==> src/rtl/aesbc_pkg.sv <==
// Shared types, constants and byte functions for the AES block cipher.
`timescale 1ns / 1ps
package aesbc_pkg;

  localparam int unsigned KeyWordW  = 64;
  localparam int unsigned BlockW    = 128;
  localparam int unsigned RkDepth   = 60;
  localparam int unsigned RkAddrW   = 6;
  localparam int unsigned CfgIdxW   = 3;
  localparam int unsigned RoundW    = 4;

  localparam logic [CfgIdxW-1:0] CfgKeySize = 3'd0;
  localparam logic [CfgIdxW-1:0] CfgKeyW0   = 3'd1;
  localparam logic [CfgIdxW-1:0] CfgKeyW3   = 3'd4;

  localparam logic [7:0] GfPoly = 8'h1b;

  typedef enum logic [2:0] {
    ST_IDLE,
    ST_EXP_LOAD,
    ST_EXP_GEN,
    ST_FIRST,
    ST_ROUND,
    ST_DONE
  } aesbc_state_e;

  typedef struct packed {
    logic         first;
    logic         last;
    logic         decrypt;
  } aesbc_rnd_ctl_t;

  function automatic logic [7:0] xtime(input logic [7:0] a);
    xtime = {a[6:0], 1'b0} ^ (a[7] ? GfPoly : 8'h00);
  endfunction

  function automatic logic [7:0] fwd_sbox(input logic [7:0] a);
    logic [7:0] t [256];
    t = '{
 8'h63,8'h7C,8'h77,8'h7B,8'hF2,8'h6B,8'h6F,8'hC5,8'h30,8'h01,8'h67,8'h2B,8'hFE,8'hD7,8'hAB,8'h76,
 8'hCA,8'h82,8'hC9,8'h7D,8'hFA,8'h59,8'h47,8'hF0,8'hAD,8'hD4,8'hA2,8'hAF,8'h9C,8'hA4,8'h72,8'hC0,
 8'hB7,8'hFD,8'h93,8'h26,8'h36,8'h3F,8'hF7,8'hCC,8'h34,8'hA5,8'hE5,8'hF1,8'h71,8'hD8,8'h31,8'h15,
 8'h04,8'hC7,8'h23,8'hC3,8'h18,8'h96,8'h05,8'h9A,8'h07,8'h12,8'h80,8'hE2,8'hEB,8'h27,8'hB2,8'h75,
 8'h09,8'h83,8'h2C,8'h1A,8'h1B,8'h6E,8'h5A,8'hA0,8'h52,8'h3B,8'hD6,8'hB3,8'h29,8'hE3,8'h2F,8'h84,
 8'h53,8'hD1,8'h00,8'hED,8'h20,8'hFC,8'hB1,8'h5B,8'h6A,8'hCB,8'hBE,8'h39,8'h4A,8'h4C,8'h58,8'hCF,
 8'hD0,8'hEF,8'hAA,8'hFB,8'h43,8'h4D,8'h33,8'h85,8'h45,8'hF9,8'h02,8'h7F,8'h50,8'h3C,8'h9F,8'hA8,
 8'h51,8'hA3,8'h40,8'h8F,8'h92,8'h9D,8'h38,8'hF5,8'hBC,8'hB6,8'hDA,8'h21,8'h10,8'hFF,8'hF3,8'hD2,
 8'hCD,8'h0C,8'h13,8'hEC,8'h5F,8'h97,8'h44,8'h17,8'hC4,8'hA7,8'h7E,8'h3D,8'h64,8'h5D,8'h19,8'h73,
 8'h60,8'h81,8'h4F,8'hDC,8'h22,8'h2A,8'h90,8'h88,8'h46,8'hEE,8'hB8,8'h14,8'hDE,8'h5E,8'h0B,8'hDB,
 8'hE0,8'h32,8'h3A,8'h0A,8'h49,8'h06,8'h24,8'h5C,8'hC2,8'hD3,8'hAC,8'h62,8'h91,8'h95,8'hE4,8'h79,
 8'hE7,8'hC8,8'h37,8'h6D,8'h8D,8'hD5,8'h4E,8'hA9,8'h6C,8'h56,8'hF4,8'hEA,8'h65,8'h7A,8'hAE,8'h08,
 8'hBA,8'h78,8'h25,8'h2E,8'h1C,8'hA6,8'hB4,8'hC6,8'hE8,8'hDD,8'h74,8'h1F,8'h4B,8'hBD,8'h8B,8'h8A,
 8'h70,8'h3E,8'hB5,8'h66,8'h48,8'h03,8'hF6,8'h0E,8'h61,8'h35,8'h57,8'hB9,8'h86,8'hC1,8'h1D,8'h9E,
 8'hE1,8'hF8,8'h98,8'h11,8'h69,8'hD9,8'h8E,8'h94,8'h9B,8'h1E,8'h87,8'hE9,8'hCE,8'h55,8'h28,8'hDF,
 8'h8C,8'hA1,8'h89,8'h0D,8'hBF,8'hE6,8'h42,8'h68,8'h41,8'h99,8'h2D,8'h0F,8'hB0,8'h54,8'hBB,8'h16};
    fwd_sbox = t[a];
  endfunction

  function automatic logic [7:0] dec_sbox(input logic [7:0] a);
    logic [7:0] t [256];
    t = '{
 8'h52,8'h09,8'h6a,8'hd5,8'h30,8'h36,8'ha5,8'h38,8'hbf,8'h40,8'ha3,8'h9e,8'h81,8'hf3,8'hd7,8'hfb,
 8'h7c,8'he3,8'h39,8'h82,8'h9b,8'h2f,8'hff,8'h87,8'h34,8'h8e,8'h43,8'h44,8'hc4,8'hde,8'he9,8'hcb,
 8'h54,8'h7b,8'h94,8'h32,8'ha6,8'hc2,8'h23,8'h3d,8'hee,8'h4c,8'h95,8'h0b,8'h42,8'hfa,8'hc3,8'h4e,
 8'h08,8'h2e,8'ha1,8'h66,8'h28,8'hd9,8'h24,8'hb2,8'h76,8'h5b,8'ha2,8'h49,8'h6d,8'h8b,8'hd1,8'h25,
 8'h72,8'hf8,8'hf6,8'h64,8'h86,8'h68,8'h98,8'h16,8'hd4,8'ha4,8'h5c,8'hcc,8'h5d,8'h65,8'hb6,8'h92,
 8'h6c,8'h70,8'h48,8'h50,8'hfd,8'hed,8'hb9,8'hda,8'h5e,8'h15,8'h46,8'h57,8'ha7,8'h8d,8'h9d,8'h84,
 8'h90,8'hd8,8'hab,8'h00,8'h8c,8'hbc,8'hd3,8'h0a,8'hf7,8'he4,8'h58,8'h05,8'hb8,8'hb3,8'h45,8'h06,
 8'hd0,8'h2c,8'h1e,8'h8f,8'hca,8'h3f,8'h0f,8'h02,8'hc1,8'haf,8'hbd,8'h03,8'h01,8'h13,8'h8a,8'h6b,
 8'h3a,8'h91,8'h11,8'h41,8'h4f,8'h67,8'hdc,8'hea,8'h97,8'hf2,8'hcf,8'hce,8'hf0,8'hb4,8'he6,8'h73,
 8'h96,8'hac,8'h74,8'h22,8'he7,8'had,8'h35,8'h85,8'he2,8'hf9,8'h37,8'he8,8'h1c,8'h75,8'hdf,8'h6e,
 8'h47,8'hf1,8'h1a,8'h71,8'h1d,8'h29,8'hc5,8'h89,8'h6f,8'hb7,8'h62,8'h0e,8'haa,8'h18,8'hbe,8'h1b,
 8'hfc,8'h56,8'h3e,8'h4b,8'hc6,8'hd2,8'h79,8'h20,8'h9a,8'hdb,8'hc0,8'hfe,8'h78,8'hcd,8'h5a,8'hf4,
 8'h1f,8'hdd,8'ha8,8'h33,8'h88,8'h07,8'hc7,8'h31,8'hb1,8'h12,8'h10,8'h59,8'h27,8'h80,8'hec,8'h5f,
 8'h60,8'h51,8'h7f,8'ha9,8'h19,8'hb5,8'h4a,8'h0d,8'h2d,8'he5,8'h7a,8'h9f,8'h93,8'hc9,8'h9c,8'hef,
 8'ha0,8'he0,8'h3b,8'h4d,8'hae,8'h2a,8'hf5,8'hb0,8'hc8,8'heb,8'hbb,8'h3c,8'h83,8'h53,8'h99,8'h61,
 8'h17,8'h2b,8'h04,8'h7e,8'hba,8'h77,8'hd6,8'h26,8'he1,8'h69,8'h14,8'h63,8'h55,8'h21,8'h0c,8'h7d};
    dec_sbox = t[a];
  endfunction

  function automatic logic [31:0] sbox_word(input logic [31:0] w);
    sbox_word = {fwd_sbox(w[31:24]), fwd_sbox(w[23:16]), fwd_sbox(w[15:8]), fwd_sbox(w[7:0])};
  endfunction

endpackage

==> src/rtl/aesbc_keymem.sv <==
// Round-key memory: 60 words written by key expansion, read as one 128-bit round key.
`timescale 1ns / 1ps
module aesbc_keymem (
  input  logic                         clk_i,
  input  logic                         we_i,
  input  logic [aesbc_pkg::RkAddrW-1:0] waddr_i,
  input  logic [31:0]                  wdata_i,
  input  logic [aesbc_pkg::RoundW-1:0] rround_i,
  output logic [aesbc_pkg::BlockW-1:0] rdata_o
);
  import aesbc_pkg::*;

  logic [BlockW-1:0] mem_q [RkDepth/4];

  always_ff @(posedge clk_i) begin
    if (we_i) begin
      mem_q[waddr_i[RkAddrW-1:2]][BlockW-1-32*waddr_i[1:0] -: 32] <= wdata_i;
    end
    rdata_o <= mem_q[rround_i];
  end

endmodule

==> config.mk <==
export PLATFORM = sky130hd
export DESIGN_NAME = aesbc_keymem
export DESIGN_NICKNAME = d
export VERILOG_FILES = /design/src/rtl/aesbc_pkg.sv /design/src/rtl/aesbc_keymem.sv
export SDC_FILE = /design/constraint.sdc
export NUM_CORES = 2
export LEC_CHECK = 0
export BUFFER_PORTS_ARGS = -buffer_cell sky130_fd_sc_hd__buf_2
export CAP_MARGIN = 10
export CORE_ASPECT_RATIO = 0.75
export CORE_MARGIN = 2
export CORE_UTILIZATION = 35
export DETAILED_ROUTE_END_ITERATION = 6
export GPL_TIMING_DRIVEN = 0
export SYNTH_ARGS = -nofsm -noshare
export SYNTH_HDL_FRONTEND = slang
export SYNTH_SLANG_ARGS = --single-unit
==> constraint.sdc <==
create_clock -name clk_i -period 3 [get_ports clk_i]
set_input_delay 0.15 -clock clk_i [delete_from_list [all_inputs] [get_ports clk_i]]
set_output_delay 0.15 -clock clk_i [all_outputs]
set_load 0.1 [all_outputs]
==> flow_summary.yaml <==
grt:
  antenna_found_initial: 38
  grt_pass1_vias: 38000
  grt_pass1_wl_um: 297000
  grt-ovfl-total: 0
  track_usage_pct: 19.0
  grt_max_degree: 26
drt:
  dr_total_vias: 39100
  first_pass_iters: 5
  ant_nets: 0
  drc: 0
  routed_wirelength_um: 213000
  vias_per_cell: 5.44
  wl_per_cell_um: 29.7
  drtIter0Drc: 5134
sta:
  worst-slew-pin-transition_ns: 1.27
  finalSetupViolations: 26
  hold_viol: 0
  slew_violations: 0
  rsz0062_at_grt: "no"
  timing.final.ws_setup_ns: -0.0544
  period_share_pct: 102
  relSlewSlack_pct: 15.2
  hold_ws_ns: 0.102
  fin_crit_ns: 3.05
  tns_ns: -0.652
  max_clock_freq_mhz: 327
  skew_ns: 0.0522
clocking:
  holdBufCountCts: 0
  cts_root_buffer: "clkbuf_16"
  cts_tree: "built"
  clk_transition_reported_paths_ns: 0.06
  cts.sinks: 2048
  cts_buffers: 205
  h-tree-depth: 4
  clock_path_buffers: 4
  clock_latency_ns: 0.85
flow_run:
  drv.max_cap_violation_count: 0
synth:
  synthDistinctLibCells: 27
  syn_nets: 3759
  yosys_warnings: 0
  ys_ff_latch: 2048
  ys_seq_area_share_pct: 79.1
  avgSynthCellArea_um2: 20.5
  netlist_area_um2: 76200
  syn_inst: 3715
worst_setup_path:
  r2r_cells: 3
  critPathLaunchType: "input pin"
  timing.rr.end: "rdata_o[51]"
  crit_fanout: 18
  criticalPathCategory: "input pin to register"
  ff2ff_setup_slack_ns: 1.28
  cp_data_required_time_ns: 3.49
  end_kind: "register"
  reg2reg_from: "mem_q[7][51]"
  crit_arrival_ns: 3.54
die:
  placeableCoreArea_um2: 217000
  io_pins: 172
  num_rows: 148
  die_width_um: 543
  start_util_pct: 35.2
  die-area_um2: 221000
  die_h_um: 408
final_layout:
  final_cells: 7188
  multi_input_area_um2: 15300
  drive_gt1_share_pct: 24.2
  fill_cells: 19000
  area_growth_pct: 16.7
  regArea_um2: 60200
  nets: 4197
pwr:
  p_sw_share_pct: 23.3
  p_per_area_nw_per_um2: 687
  clkPwrFrac_pct: 41.6
  power.internal_mw: 46.9
  p_comb_share_pct: 6.8
  p_switching_mw: 14.2
  p_total_mw: 61.1
  pwr-share-seq_pct: 51.7
  p_leak_nw: 25.0
  ir_drop_v: 0.000474
place:
  io_buffers: 169
  dp_hpwl_um: 139000
  dp_cells: 6794
  dp_slack_ns: -0.936
  place.gp.congestion: 0.802
outcome:
  outcome: "complete, but fails checks"
  violations: "negative setup slack"
hold_path:
  hold_path_class: "input pin to register"
  worstHoldStart: "wdata_i[17]"
  hold_path_depth: 2
  hold_end: "mem_q[10][49]"
state kept, by name (all words and copies together) (netlist names):
register / count
rdata_o: 128
mem_q: 1920
worst max path at each step:
stage | start | endpoint | slack (ns) | cells past startpoint
after CTS | waddr_i[0] | mem_q[14][86] | 0.13 | 6
final | waddr_i[0] | mem_q[8][75] | -0.05 | 6
after floorplan | waddr_i[1] | mem_q[11][32] | 0.42 | 4
after global placement | waddr_i[1] | mem_q[10][62] | -2.67 | 5
after global routing | waddr_i[0] | mem_q[8][73] | 0.01 | 6
after detailed placement | waddr_i[1] | mem_q[14][47] | -0.94 | 6
metal layers:
metal	routed length (µm)	global-route usage [%]	vias up	part of all wire [%]
li1	-	-	16100	-
met1	89800	27.0	20800	42
met2	96000	28.3	1851	45
met3	20500	4.99	374	9.6
met4	7090	6.22	16	3.3
met5	110	0	-	0.052
cell usage in the layout, fill, tap and decap left out, types with 2 or more instances in the layout:
| cell type | netlist | routed |
|---|---|---|
| edfxtp_1 | 1920 | 1920 |
| mux4_2 | 346 | 346 |
| buf_2 | 67 | 236 |
| clkbuf_16 | 0 | 208 |
| mux2i_1 | 204 | 204 |
| nand2_1 | 147 | 147 |
| dfxtp_1 | 128 | 128 |
| a22oi_1 | 122 | 122 |
| clkbuf_1 | 77 | 104 |
| and2_1 | 96 | 96 |
| nor2_1 | 152 | 92 |
| o211ai_1 | 90 | 90 |
| a21oi_1 | 84 | 84 |
| nor2_4 | 0 | 60 |
| buf_12 | 0 | 54 |
| clkinv_1 | 1 | 47 |
| o22ai_1 | 44 | 44 |
| a31oi_1 | 44 | 44 |
| nand2b_1 | 40 | 40 |
| clkinv_2 | 0 | 39 |
| o21ai_1 | 38 | 38 |
| and3_1 | 32 | 32 |
| buf_4 | 29 | 30 |
| diode_2 | 0 | 26 |
| buf_1 | 21 | 21 |
| bufinv_16 | 0 | 21 |
| buf_6 | 15 | 15 |
| nand3_1 | 7 | 7 |
| clkinv_4 | 0 | 7 |
| clkinvlp_4 | 0 | 7 |
| buf_16 | 0 | 7 |
| nor2b_1 | 7 | 6 |
| clkbuf_8 | 0 | 4 |
| clkbuf_2 | 0 | 2 |
| inv_8 | 0 | 2 |
Yosys cell counts:
library cell  number  area share, %
mux2i_1          204            2.7
and3_1            32           0.26
o211ai_1          90           0.89
buf_1             21           0.10
a21oi_1           84           0.55
a22oi_1          122            1.2
and2_1            96           0.79
o22ai_1           44           0.36
a31oi_1           44           0.36
buf_6             15           0.22
buf_4             29           0.29
nor2_1           152           0.75
nor2b_1            7          0.057
mux4_2           346             10
nand3_1            7          0.046
and2b_1            1         0.0099
nand2_1          147           0.72
dfxtp_1          128            3.4
or2_1              1         0.0082
inv_2              1         0.0049
buf_2             67           0.44
or2_2              1         0.0082
nand2b_1          40           0.33
edfxtp_1        1920             76
clkinv_1           1         0.0049
clkbuf_1          77           0.38
o21ai_1           38           0.25
layout make-up:
type | count | share of cell area [%]
Timing Repair Buffer | 231 | 2.39
Tap cell | 2850 | 4.01
Inverter | 2 | 0.00844
Sequential cell | 2048 | 67.7
Multi-Input combinational cell | 1456 | 17.2
Antenna cell | 26 | 0.0732
Clock buffer | 241 | 6.04
Buffer | 209 | 1.23
Clock inverter | 125 | 1.31
metrics by stage:
step,utilization [%],instance area [µm²]
2_1_floorplan,-,76200
3_3_place_gp,37.2,80600
5_1_grt,41.0,88900
6_report,41.0,88900
3_5_place_dp,38.0,82300
4_1_cts,41.0,88800
critical path, stage by stage:
cell and delay, ns:
buf_2 0.26, nor2b_1 0.82, nand2_1 0.56, clkbuf_1 0.61
nor2_4 0.80, buf_12 0.28
what timing repair did:
| item | CTS | global route |
|---|---|---|
| setup endpoints to repair | 64 | 3 |
| gates resized for setup | 1 | 0 |
| pin swaps | 0 | 1 |
| endpoints found under the hold margin | 0 | 0 |
| buffers inserted | 0 | 2 |
power by group through the flow:
stage               clock network, mW  logic (mW)  registers [mW]
finish                           25.4        4.13            31.6
global route                     26.9        4.30            31.6
CTS                              25.9        4.16            31.6
detailed placement                  0        4.15            32.2
global placement                    0        4.07            32.2
floorplan                           0        1.43            33.4
cell families (layout without fill, tap and decap cells):
logic type	Yosys count	after routing	synth area share (%)
buffers and inverters	211	808	1.44
AO/OA/AOI/OAI	422	422	3.61
multiplexers	550	550	12.9
other	0	26	0
AND/OR/NAND/NOR	484	484	2.98
flip-flops	2048	2048	79.1
No activity file was read; power rests on OpenSTA's default activity.
